File: config.mk
export PLATFORM = sky130hd
export DESIGN_NAME = leb128_stream_decoder_core
export DESIGN_NICKNAME = d
export VERILOG_FILES = /design/src/hdl/leb_pkg.sv /design/src/hdl/leb_front.sv /design/src/hdl/leb_fifo.sv /design/src/hdl/leb_back.sv /design/src/hdl/leb128_stream_decoder_core.sv
export VERILOG_INCLUDE_DIRS = /design/src /design/src/hdl
export SDC_FILE = /design/constraint.sdc
export NUM_CORES = 1
export LEC_CHECK = 0
export BUFFER_PORTS_ARGS = -buffer_cell sky130_fd_sc_hd__buf_2
export CAP_MARGIN = 20
export CORE_AREA = 2 2 134 136
export DETAILED_ROUTE_END_ITERATION = 10
export DIE_AREA = 0 0 136 138
export PLACE_DENSITY = 0.79
export SETUP_SLACK_MARGIN = 0.5
export SLEW_MARGIN = 20
export SYNTH_ARGS = -nofsm -noshare
export SYNTH_HDL_FRONTEND = slang
export SYNTH_SLANG_ARGS = --single-unit
File: constraint.sdc
create_clock -name i_clk -period 10.7 [get_ports i_clk]
set_clock_uncertainty 0.15 [all_clocks]
set_input_delay 0.535 -clock i_clk [delete_from_list [all_inputs] [get_ports i_clk]]
set_output_delay 0.535 -clock i_clk [all_outputs]
set_load 0.01 [all_outputs]
File: src/hdl/leb128_stream_decoder_core_macros.svh
// assertion macros for the leb128 stream decoder
// used by leb128_stream_decoder_core, expects i_clk and i_rst_n in scope
`ifndef LEB128_STREAM_DECODER_CORE_MACROS_SVH
`define LEB128_STREAM_DECODER_CORE_MACROS_SVH
`ifndef SYNTHESIS
`define LEB_ASSERT_IMPLY(lbl, ante, cons) \
    lbl: assert property (@(posedge i_clk) disable iff (!i_rst_n) (ante) |-> (cons)) \
        else $error("leb128 decoder: same-cycle check failed");
`define LEB_ASSERT_NEXT(lbl, ante, cons) \
    lbl: assert property (@(posedge i_clk) disable iff (!i_rst_n) (ante) |=> (cons)) \
        else $error("leb128 decoder: next-cycle check failed");
`else
`define LEB_ASSERT_IMPLY(lbl, ante, cons)
`define LEB_ASSERT_NEXT(lbl, ante, cons)
`endif
`endif

File: src/hdl/leb_pkg.sv
// shared types, command codes and helpers for the leb128 stream decoder
// no dependencies
package leb_pkg;

    localparam int VALUE_W   = 64;
    localparam int SHIFT_W   = 7;
    localparam int PAYLOAD_W = 7;

    // shift saturates here once a number runs past 64 bits
    localparam logic [SHIFT_W-1:0] SHIFT_CAP  = 7'd70;
    localparam logic [SHIFT_W-1:0] SHIFT_STEP = 7'd7;

    // command kinds passed from front to back
    localparam logic [1:0] CMD_END  = 2'd0;
    localparam logic [1:0] CMD_CONT = 2'd1;
    localparam logic [1:0] CMD_LAST = 2'd2;

    typedef struct packed {
        logic [1:0]           kind;
        logic [PAYLOAD_W-1:0] payload;
    } t_cmd;

    // sign extension of a finished or truncated number
    function automatic logic [VALUE_W-1:0] sign_extend(
        input logic [VALUE_W-1:0] v,
        input logic [SHIFT_W-1:0] shift,
        input logic               sign,
        input logic               signed_mode
    );
        logic [VALUE_W-1:0] res;
        res = v;
        if (signed_mode && sign && (shift != '0) && !shift[SHIFT_W-1]) begin
            res = v | ({VALUE_W{1'b1}} << shift[SHIFT_W-2:0]);
        end
        return res;
    endfunction

endpackage

File: src/hdl/leb_front.sv
// front stage: accepts bytes, classifies them into commands and holds one
// depends on leb_pkg
module leb_front (
    input  logic          i_clk,
    input  logic          i_rst_n,
    input  logic          i_s_tvalid,
    output logic          o_s_tready,
    input  logic [7:0]    i_s_tdata,
    input  logic          i_s_tuser,
    output logic          o_push_valid,
    input  logic          i_push_ready,
    output leb_pkg::t_cmd o_push_data
);

    logic          r_valid;
    logic          n_valid;
    leb_pkg::t_cmd r_cmd;
    leb_pkg::t_cmd n_cmd;
    logic          w_accept;

    // stage frees up when empty or when its beat moves on
    assign o_s_tready   = !r_valid || i_push_ready;
    assign w_accept     = i_s_tvalid && o_s_tready;
    assign o_push_valid = r_valid;
    assign o_push_data  = r_cmd;

    // classify the incoming beat
    always_comb begin
        n_valid = r_valid;
        n_cmd   = r_cmd;
        if (w_accept) begin
            n_valid       = 1'b1;
            n_cmd.payload = i_s_tdata[leb_pkg::PAYLOAD_W-1:0];
            if (!i_s_tuser) begin
                n_cmd.kind = leb_pkg::CMD_END;
            end else if (i_s_tdata[7]) begin
                n_cmd.kind = leb_pkg::CMD_CONT;
            end else begin
                n_cmd.kind = leb_pkg::CMD_LAST;
            end
        end else if (i_push_ready) begin
            n_valid = 1'b0;
        end
    end

    // control register
    always_ff @(posedge i_clk) begin
        if (!i_rst_n) begin
            r_valid <= 1'b0;
        end else begin
            r_valid <= n_valid;
        end
    end

    // payload register
    always_ff @(posedge i_clk) begin
        r_cmd <= n_cmd;
    end

endmodule

File: src/hdl/leb_fifo.sv
// small command queue between front and back
// depends on leb_pkg
module leb_fifo #(
    parameter int DEPTH = 4
) (
    input  logic          i_clk,
    input  logic          i_rst_n,
    input  logic          i_push_valid,
    output logic          o_push_ready,
    input  leb_pkg::t_cmd i_push_data,
    output logic          o_pop_valid,
    input  logic          i_pop_ready,
    output leb_pkg::t_cmd o_pop_data
);

    localparam int PTR_W = (DEPTH > 1) ? $clog2(DEPTH) : 1;
    localparam int CNT_W = $clog2(DEPTH + 1);

    leb_pkg::t_cmd    r_mem [DEPTH];
    logic [PTR_W-1:0] r_wr_ptr;
    logic [PTR_W-1:0] r_rd_ptr;
    logic [CNT_W-1:0] r_count;
    logic [PTR_W-1:0] n_wr_ptr;
    logic [PTR_W-1:0] n_rd_ptr;
    logic [CNT_W-1:0] n_count;
    logic             w_push;
    logic             w_pop;

    assign o_push_ready = (r_count != CNT_W'(DEPTH));
    assign o_pop_valid  = (r_count != '0);
    assign o_pop_data   = r_mem[r_rd_ptr];
    assign w_push       = i_push_valid && o_push_ready;
    assign w_pop        = o_pop_valid && i_pop_ready;

    // pointer and count update
    always_comb begin
        n_wr_ptr = r_wr_ptr;
        n_rd_ptr = r_rd_ptr;
        n_count  = r_count;
        if (w_push) begin
            n_wr_ptr = (r_wr_ptr == PTR_W'(DEPTH - 1)) ? '0 : r_wr_ptr + 1'b1;
        end
        if (w_pop) begin
            n_rd_ptr = (r_rd_ptr == PTR_W'(DEPTH - 1)) ? '0 : r_rd_ptr + 1'b1;
        end
        if (w_push && !w_pop) begin
            n_count = r_count + 1'b1;
        end else if (w_pop && !w_push) begin
            n_count = r_count - 1'b1;
        end
    end

    always_ff @(posedge i_clk) begin
        if (!i_rst_n) begin
            r_wr_ptr <= '0;
            r_rd_ptr <= '0;
            r_count  <= '0;
        end else begin
            r_wr_ptr <= n_wr_ptr;
            r_rd_ptr <= n_rd_ptr;
            r_count  <= n_count;
        end
    end

    // entry storage
    always_ff @(posedge i_clk) begin
        if (w_push) begin
            r_mem[r_wr_ptr] <= i_push_data;
        end
    end

endmodule

File: src/hdl/leb_back.sv
// back stage: accumulates payloads, finishes numbers and holds the result beat
// depends on leb_pkg
module leb_back (
    input  logic                        i_clk,
    input  logic                        i_rst_n,
    input  logic                        i_signed_mode,
    input  logic                        i_cmd_valid,
    output logic                        o_cmd_ready,
    input  leb_pkg::t_cmd               i_cmd,
    output logic                        o_m_tvalid,
    input  logic                        i_m_tready,
    output logic [leb_pkg::VALUE_W-1:0] o_m_tdata,
    output logic                        o_m_tuser
);

    logic [leb_pkg::VALUE_W-1:0] r_acc;
    logic [leb_pkg::SHIFT_W-1:0] r_shift;
    logic                        r_sign;
    logic                        r_out_valid;
    logic [leb_pkg::VALUE_W-1:0] r_out_value;
    logic                        r_out_mal;

    logic [leb_pkg::VALUE_W-1:0] n_acc;
    logic [leb_pkg::SHIFT_W-1:0] n_shift;
    logic                        n_sign;
    logic                        n_out_valid;
    logic [leb_pkg::VALUE_W-1:0] n_out_value;
    logic                        n_out_mal;

    logic                        w_pop;
    logic [leb_pkg::VALUE_W-1:0] w_slice;
    logic [leb_pkg::VALUE_W-1:0] w_acc_upd;
    logic [leb_pkg::SHIFT_W-1:0] w_shift_sum;
    logic [leb_pkg::SHIFT_W-1:0] w_shift_upd;
    logic                        w_overflow;

    // take a command whenever the result register can accept a beat
    assign o_cmd_ready = !r_out_valid || i_m_tready;
    assign w_pop       = i_cmd_valid && o_cmd_ready;

    assign o_m_tvalid = r_out_valid;
    assign o_m_tdata  = r_out_value;
    assign o_m_tuser  = r_out_mal;

    // payload placement and shift advance
    always_comb begin
        w_slice     = {{(leb_pkg::VALUE_W - leb_pkg::PAYLOAD_W){1'b0}}, i_cmd.payload}
                      << r_shift[leb_pkg::SHIFT_W-2:0];
        w_acc_upd   = r_shift[leb_pkg::SHIFT_W-1] ? r_acc : (r_acc | w_slice);
        w_shift_sum = r_shift + leb_pkg::SHIFT_STEP;
        w_shift_upd = (w_shift_sum > leb_pkg::SHIFT_CAP) ? leb_pkg::SHIFT_CAP : w_shift_sum;
        // unsigned number already holds ten bytes
        w_overflow  = !i_signed_mode && r_shift[leb_pkg::SHIFT_W-1];
    end

    // command execution
    always_comb begin
        n_acc       = r_acc;
        n_shift     = r_shift;
        n_sign      = r_sign;
        n_out_valid = r_out_valid && !i_m_tready;
        n_out_value = r_out_value;
        n_out_mal   = r_out_mal;
        if (w_pop) begin
            case (i_cmd.kind)
                leb_pkg::CMD_END: begin
                    n_out_valid = 1'b1;
                    n_out_value = leb_pkg::sign_extend(r_acc, r_shift, r_sign, i_signed_mode);
                    n_out_mal   = 1'b1;
                    n_acc       = '0;
                    n_shift     = '0;
                    n_sign      = 1'b0;
                end
                leb_pkg::CMD_CONT, leb_pkg::CMD_LAST: begin
                    if (w_overflow) begin
                        n_out_valid = 1'b1;
                        n_out_value = r_acc;
                        n_out_mal   = 1'b1;
                        n_acc       = '0;
                        n_shift     = '0;
                        n_sign      = 1'b0;
                    end else if (i_cmd.kind == leb_pkg::CMD_CONT) begin
                        n_acc   = w_acc_upd;
                        n_shift = w_shift_upd;
                        n_sign  = i_cmd.payload[leb_pkg::PAYLOAD_W-1];
                    end else begin
                        n_out_valid = 1'b1;
                        n_out_value = leb_pkg::sign_extend(w_acc_upd, w_shift_upd,
                                          i_cmd.payload[leb_pkg::PAYLOAD_W-1], i_signed_mode);
                        n_out_mal   = 1'b0;
                        n_acc       = '0;
                        n_shift     = '0;
                        n_sign      = 1'b0;
                    end
                end
                default: begin
                    n_acc = r_acc;
                end
            endcase
        end
    end

    // decode state and result valid
    always_ff @(posedge i_clk) begin
        if (!i_rst_n) begin
            r_acc       <= '0;
            r_shift     <= '0;
            r_sign      <= 1'b0;
            r_out_valid <= 1'b0;
        end else begin
            r_acc       <= n_acc;
            r_shift     <= n_shift;
            r_sign      <= n_sign;
            r_out_valid <= n_out_valid;
        end
    end

    // result payload
    always_ff @(posedge i_clk) begin
        r_out_value <= n_out_value;
        r_out_mal   <= n_out_mal;
    end

endmodule

File: src/hdl/leb128_stream_decoder_core.sv
// top level of the leb128 stream decoder: front, command queue, back, config
// depends on leb_pkg, leb_front, leb_fifo, leb_back and the macros header
`include "leb128_stream_decoder_core_macros.svh"

// Decodes LEB128 numbers of up to 64 bits from a byte stream, one byte per
// clock cycle sustained while the output is not stalled. Each input beat
// carries a byte with tuser high, or an end-of-buffer mark with tuser low; a
// number's result beat passes through the front register, the queue and the
// result register. The front classifies bytes into commands, a QUEUE_DEPTH
// deep queue decouples it from the back, which shifts each 7-bit payload
// into the accumulator and holds the result until taken. Result tuser is
// the malformed flag (truncated, or unsigned number longer than ten bytes).
// Write signed mode only while the block is idle.
module leb128_stream_decoder_core #(
    parameter int QUEUE_DEPTH = 4
) (
    input  logic        i_clk,
    input  logic        i_rst_n,
    // configuration: bit 0 signed mode
    input  logic        i_cfg_we,
    input  logic        i_cfg_wdata,
    // byte input
    input  logic        s_axis_tvalid,
    output logic        s_axis_tready,
    input  logic [7:0]  s_axis_tdata,   // [7:0] data_byte
    input  logic        s_axis_tuser,   // [0] has_byte
    // decoded numbers
    output logic        m_axis_tvalid,
    input  logic        m_axis_tready,
    output logic [63:0] m_axis_tdata,   // [63:0] value
    output logic        m_axis_tuser    // [0] malformed
);

    logic          r_signed_mode;
    logic          w_push_valid;
    logic          w_push_ready;
    leb_pkg::t_cmd w_push_data;
    logic          w_pop_valid;
    logic          w_pop_ready;
    leb_pkg::t_cmd w_pop_data;
    logic          w_end_pop;

    // mode register
    always_ff @(posedge i_clk) begin
        if (!i_rst_n) begin
            r_signed_mode <= 1'b0;
        end else if (i_cfg_we) begin
            r_signed_mode <= i_cfg_wdata;
        end
    end

    leb_front u_front (
        .i_clk        (i_clk),
        .i_rst_n      (i_rst_n),
        .i_s_tvalid   (s_axis_tvalid),
        .o_s_tready   (s_axis_tready),
        .i_s_tdata    (s_axis_tdata),
        .i_s_tuser    (s_axis_tuser),
        .o_push_valid (w_push_valid),
        .i_push_ready (w_push_ready),
        .o_push_data  (w_push_data)
    );

    leb_fifo #(
        .DEPTH (QUEUE_DEPTH)
    ) u_fifo (
        .i_clk        (i_clk),
        .i_rst_n      (i_rst_n),
        .i_push_valid (w_push_valid),
        .o_push_ready (w_push_ready),
        .i_push_data  (w_push_data),
        .o_pop_valid  (w_pop_valid),
        .i_pop_ready  (w_pop_ready),
        .o_pop_data   (w_pop_data)
    );

    leb_back u_back (
        .i_clk         (i_clk),
        .i_rst_n       (i_rst_n),
        .i_signed_mode (r_signed_mode),
        .i_cmd_valid   (w_pop_valid),
        .o_cmd_ready   (w_pop_ready),
        .i_cmd         (w_pop_data),
        .o_m_tvalid    (m_axis_tvalid),
        .i_m_tready    (m_axis_tready),
        .o_m_tdata     (m_axis_tdata),
        .o_m_tuser     (m_axis_tuser)
    );

    // end-of-buffer command taken by the back
    assign w_end_pop = w_pop_valid && w_pop_ready && (w_pop_data.kind == leb_pkg::CMD_END);

    // the front takes no new byte while a full queue leaves its beat held
    `LEB_ASSERT_IMPLY(a_front_holds_on_full, w_push_valid && !w_push_ready, !s_axis_tready)
    // end-of-buffer command always yields a malformed result next cycle
    `LEB_ASSERT_NEXT(a_end_gives_malformed, w_end_pop, m_axis_tvalid && m_axis_tuser)
    // back never takes a command while a result is stuck
    `LEB_ASSERT_IMPLY(a_back_stalls, m_axis_tvalid && !m_axis_tready, !w_pop_ready)

endmodule
Word-level counts from Yosys, hierarchy flattened. Memory sizes are Yosys's and may differ from the RTL's. A register that Yosys moved wholly into a read port is not among the register bits. Index checks and enable logic that the tools add are counted.

Memories kept: 1. Flip-flop bits (word level): 156. Input bits: 15. RAM bits: 36. Logic and storage cells: 99.

Memories: u_fifo.r_mem (words 4, bits a word 9, read ports 1, clocked after Yosys merged registers in 1, wr ports 1, RTL line leb_fifo.sv:19) `leb_pkg::t_cmd r_mem [DEPTH];`.

Add/sub/neg operators: 5. Multiplexer cells: 34. Bitwise gates (word level): 3. Magnitude comparators: 1. Eq/ne operators: 6. Reductions and logical operators: 33. Shift-type cells: 3.

Operators by type and width (number): 64-bit two-way mux (7); 64-bit one-hot mux with 2 select lines (2); 64-bit OR (3); 64-bit by 6-bit left shift with 64-bit output (first input constant) (2); 7-bit by 6-bit left shift with 64-bit output (1); 7-bit two-way mux (3); 7-bit one-hot mux with 2 select lines (1); 7-bit nonzero test (2); 1-bit logical AND (13); 1-bit two-way mux (11); 2-bit two-way mux (5); 1-bit logical NOT (8); 7-bit by 3-bit adder with 7-bit output (second input constant) (1); 7-bit > comparator (second input constant) (1); 2-bit equality test (second input constant) (3); 3-bit two-way mux (2); 1-bit one-hot mux with 2 select lines (3); 2-bit nonzero test (3); 2-bit by 1-bit adder with 2-bit output (second input constant) (2); 3-bit by 1-bit adder with 3-bit output (second input constant) (1); 3-bit by 2-bit inequality test with 1-bit output (second input constant) (1); 3-bit inequality test (second input constant) (1); 3-bit AND reduction (1); 3-bit nonzero test (1); 6 further kinds (7).

Logic depth before layout (Yosys ltp).
Depth after elaboration: 10. Depth in mapped cells: 12.

Modules after synthesis. A second synthesis with hierarchy kept.

Cells, all modules: 1060. Area total of the unflattened synthesis: 10221.1 µm².

By module, submodules not included: leb_back (area each 8066.5 µm², cells each 943, times used 1); leb_fifo (area each 1778.0 µm², cells each 98, times used 1); leb_front (area each 340.3 µm², cells each 16, times used 1); leb128_stream_decoder_core (area each 36.3 µm², cells each 3, times used 1).

Worst setup path after synthesis. Ideal clock, no wire load.

Path kind: reg-to-reg. From: register with a tool-made name. To: register u_back.r_out_value, in the netlist u_back.o_m_tdata[0] (enable). Stages on the path, launching flop included: 9. Path slack: 5.049 ns. Period minus slack after synthesis: 5.651 ns. Setup time: 0.509 ns. Required time: 10.041 ns. Buffers on the path: 3. Arrival time: 4.992 ns. Path through: dfxtp_1 -> buf_6 -> mux4_1 -> ha_1 -> inv_1 -> nand2b_1 -> clkbuf_1 -> buf_1 -> a21oi_1.

RTL lines: end signal, assigned (RTL line leb_back.sv:120) `r_out_value <= n_out_value;`; end, declared (RTL line leb_back.sv:20) `logic [leb_pkg::VALUE_W-1:0] r_out_value;`.

Worst setup path in the final report.
From: register u_back.r_shift[0] (netlist name). To: register u_back.r_out_value, in the netlist u_back.o_m_tdata[18] (data pin).

Cells in the longest elaborated chain, start to end: 10. Elaborated cells between the ends (all ways): 22. Classes of those cells: add/sub: 1; order compare: 1; shift: 3; mux: 7; bitwise: 3; reduce/logical: 7.

Ends and longest elaborated chain: start, declared (RTL line leb_back.sv:17) `logic [leb_pkg::SHIFT_W-1:0] r_shift;`; start signal, assigned (RTL line leb_back.sv:112) `r_shift <= n_shift;`; branches (longest 9 deep; another with 7-bit by 3-bit adder with 7-bit output); 64-bit one-hot mux with 2 select lines (*) (RTL line leb_back.sv:65) `case (i_cmd.kind)`.

Every way passes the cells marked *. The select of a mux whose other input is x is not followed. A chain may end at the register's enable or synchronous reset.

==> results.toml <==
[worst_setup_path]
cp_cell_sequence = "clkinv_1 -> ha_1 -> nor2b_1 -> o21ai_0 -> nand4_1 -> nor3_4 -> o21ai_0 -> a41oi_1"
slowest_stage = "nor3_4"
critPathArrivalTime_ns = 5.13
startpoint_type = "register"
cpPeakStageDelay_ns = 1.04
cp-end-kind = "register"
cp_top_family = "simple AND/OR/NAND/NOR gates"
cp_max_fo = 26
critPathKind = "register to register"
worst-path-buf-inv = 1
crit_required_ns = 10.84
cp_common_cell = "o21ai_0"
ff2ff_setup_slack_ns = 5.70

[grt]
grt_overflow = 0
grt_pass1_wl_um = 54080
grt_max_degree = 66
grt_usage_pct = 38.88
antenna_found_initial = 0
grt_pass1_vias = 9070

[route]
ant_nets = 0
drtPass1Iterations = 7
drc_errors = 0
routed_wl_um = 36410
num_vias = 9685
wl_per_cell_um = 26.73
drt_iter0_markers = 1773
vias_per_cell = 7.111

[logic_synthesis]
synth.distinct_cells = 76
synth_top_area_share_pct = 32.45
synth_area_um2 = 10180
synth_most_common_cell = "nor2_1"
ys.flop_type = "edfxtp_1"
yosysSeqAreaShare_pct = 48.97
synth_nets = 1105
synthArstFlopShare_pct = 0
ys_ff_latch = 194
synth_edf_count = 110
synth.area.top_cells = "edfxtp_1, dfxtp_1, a21oi_1"
synth_top_cells_by_count = "nor2_1, edfxtp_1, a21oi_1"
post_synth.cell_area_avg_um2 = 9.460
synthCells = 1076
synth_top_area_cell = "edfxtp_1"
yosys_warnings = 0

[clocking]
cts_setup_buffers = 0
cts_buffer_depth = 2
clkLatencyLatePin_ns = 0.45
cts-root-buf = "clkbuf_16"
hold_buffers = 0
cts_htree_levels = 4
cts_tree = "built"
cts_made_buffers = 17
cts_sinks = 194
clk_pin_slew_ns = 0.08
cts_resized = 0

[final_layout]
nFillCells = 1458
regArea_um2 = 4985
diodes = 0
syn2layout_area_growth_pct = 11.69
multi_input_area_um2 = 4801
layout.nets = 1149
fin_cells = 1362
layout-drive-gt1-share_pct = 14.56

[die]
ios = 82
initial_core_util_pct = 58.05
core_um2 = 17530
die_y_um = 138
die_w_um = 136
rows = 49
fp.dieArea_um2 = 18770

[sta]
period_minus_slack_ns = 4.995
worst_pin_slew_ns = 1.232
slew_headroom_pct = 17.49
rsz0062_at_grt = "false"
finalWorstSetupSlack_ns = 5.705
slew_violations = 0
hold_viol = 0
fin_hold_ws_ns = 0.1064
setup_viol = 0
tns_ns = 0
finalCritPeriodShare_pct = 46.69
max_freq_mhz = 200.2

[placed_design]
io_buffers = 81
gp_congestion = 1.016
post-place-ws_ns = 5.773
dp.cells = 1329
dpl.hpwl_um = 24260

[worst_hold_path]
hold_path_class = "input port to register"

[pwr]
power.internal_mw = 1.868
combPwrFrac_pct = 46.7
p_leak_nw = 4.024
clkPwrFrac_pct = 19.1
power.total_mw = 3.349
p_sw_share_pct = 44.21
seqPwrFrac_pct = 34.3
powerDensity_nw_per_um2 = 294.5
ir_drop_uv = 208.5
switchingPower_mw = 1.480

[flow_run]
drv_cap = 0

[outcome]
status = "complete, no violations"
cell usage in the layout (no fill, tap or decap), types with 6 or more instances in the layout:
cell type	instances
nand2b_1	12
nand4_1	7
mux2i_1	18
nand2_1	67
o31ai_1	7
o221ai_1	7
edfxtp_1	110
a31oi_1	32
a41oi_1	11
o21a_1	10
clkbuf_16	17
a221oi_1	7
or2_2	6
nor2b_1	13
ha_1	13
and2_1	18
buf_2	81
o21ai_0	66
nand3_1	40
nor3_1	44
and3_1	8
buf_4	21
dfxtp_1	84
a22oi_1	18
inv_1	40
o211ai_1	9
a211oi_1	37
a21oi_1	97
nor2_1	114
stage by stage:
| stage | cell area (µm²) | utilization [%] |
|---|---|---|
| 2_1_floorplan | 10180 | - |
| 3_3_place_gp | 10770 | 61.44 |
| 3_5_place_dp | 10780 | 61.48 |
| 4_1_cts | 11350 | 64.74 |
| 5_1_grt | 11370 | 64.84 |
| 6_report | 11370 | 64.84 |
area by class of cell:
type | count | area share [%]
Clock buffer | 18 | 3.775
Multi-Input combinational cell | 762 | 42.23
Clock inverter | 14 | 1.244
Sequential cell | 194 | 43.85
Inverter | 42 | 1.387
Tap cell | 229 | 2.520
Timing Repair Buffer | 103 | 4.997
worst register-to-register path, cell delays in order, from the launching register on:
cell,delay (ns)
dfxtp_1,1.01
clkinv_1,0.56
ha_1,0.48
nor2b_1,0.21
o21ai_0,0.43
nand4_1,0.40
nor3_4,1.05
o21ai_0,0.26
a41oi_1,0.29
path summary, 6_finish.rpt:
| path | to | cells past startpoint | start |
|---|---|---|---|
| worst max register to register | u_back.o_m_tdata[18]$_DFFE_PP_ | 8 | u_back.r_shift[0]$_SDFFE_PN0P_ |
| worst max-delay path | u_back.o_m_tdata[18]$_DFFE_PP_ | 8 | u_back.r_shift[0]$_SDFFE_PN0P_ |
| worst min register to register | u_back.r_acc[51]$_SDFFE_PN0P_ | 2 | u_back.r_acc[51]$_SDFFE_PN0P_ |
| worst min-delay path | u_front.o_push_data[5]$_DFFE_PP_ | 1 | s_axis_tdata[5] |
cells by family (layout without fill, tap and decap cells):
logic type	after synthesis	count (layout)	share of synthesized area, %
flip-flops	194	194	48.97
multiplexers	30	30	4.388
adder cells (fa/ha/maj)	14	14	1.795
AO/OA/AOI/OAI	362	362	23.36
buffers and inverters	120	177	4.683
XOR/XNOR	7	7	0.6023
AND/OR/NAND/NOR	349	349	16.20
power groups by stage:
| stage | registers, mW | clock network, mW | logic [mW] |
|---|---|---|---|
| after floorplan | 1.21 | 0 | 0.921 |
| after global placement | 1.16 | 0 | 1.49 |
| after detailed placement | 1.16 | 0 | 1.50 |
| after CTS | 1.15 | 0.638 | 1.51 |
| after global routing | 1.17 | 0.664 | 1.65 |
| final | 1.15 | 0.638 | 1.56 |
sequential cells by signal, summed over array words and instances (netlist names), named ones only:
register              count
u_front.o_push_data       9
u_fifo.r_count            3
u_fifo.r_mem             36
u_back.r_acc             64
r_signed_mode             1
u_back.o_m_tdata         64
u_back.r_shift            7
u_back.o_m_tuser          1
u_back.o_m_tvalid         1
u_front.o_push_valid      1
u_fifo.r_rd_ptr           2
u_back.r_sign             1
u_fifo.r_wr_ptr           2
routing by layer:
layer	up-vias	share of wire (%)	track usage, %
li1	4149	-	-
met1	4458	35	48.68
met2	832	43	57.31
met3	246	13	11.15
met4	0	8.7	27.96
met5	-	0	0
Power figures use the tool's default switching activity.
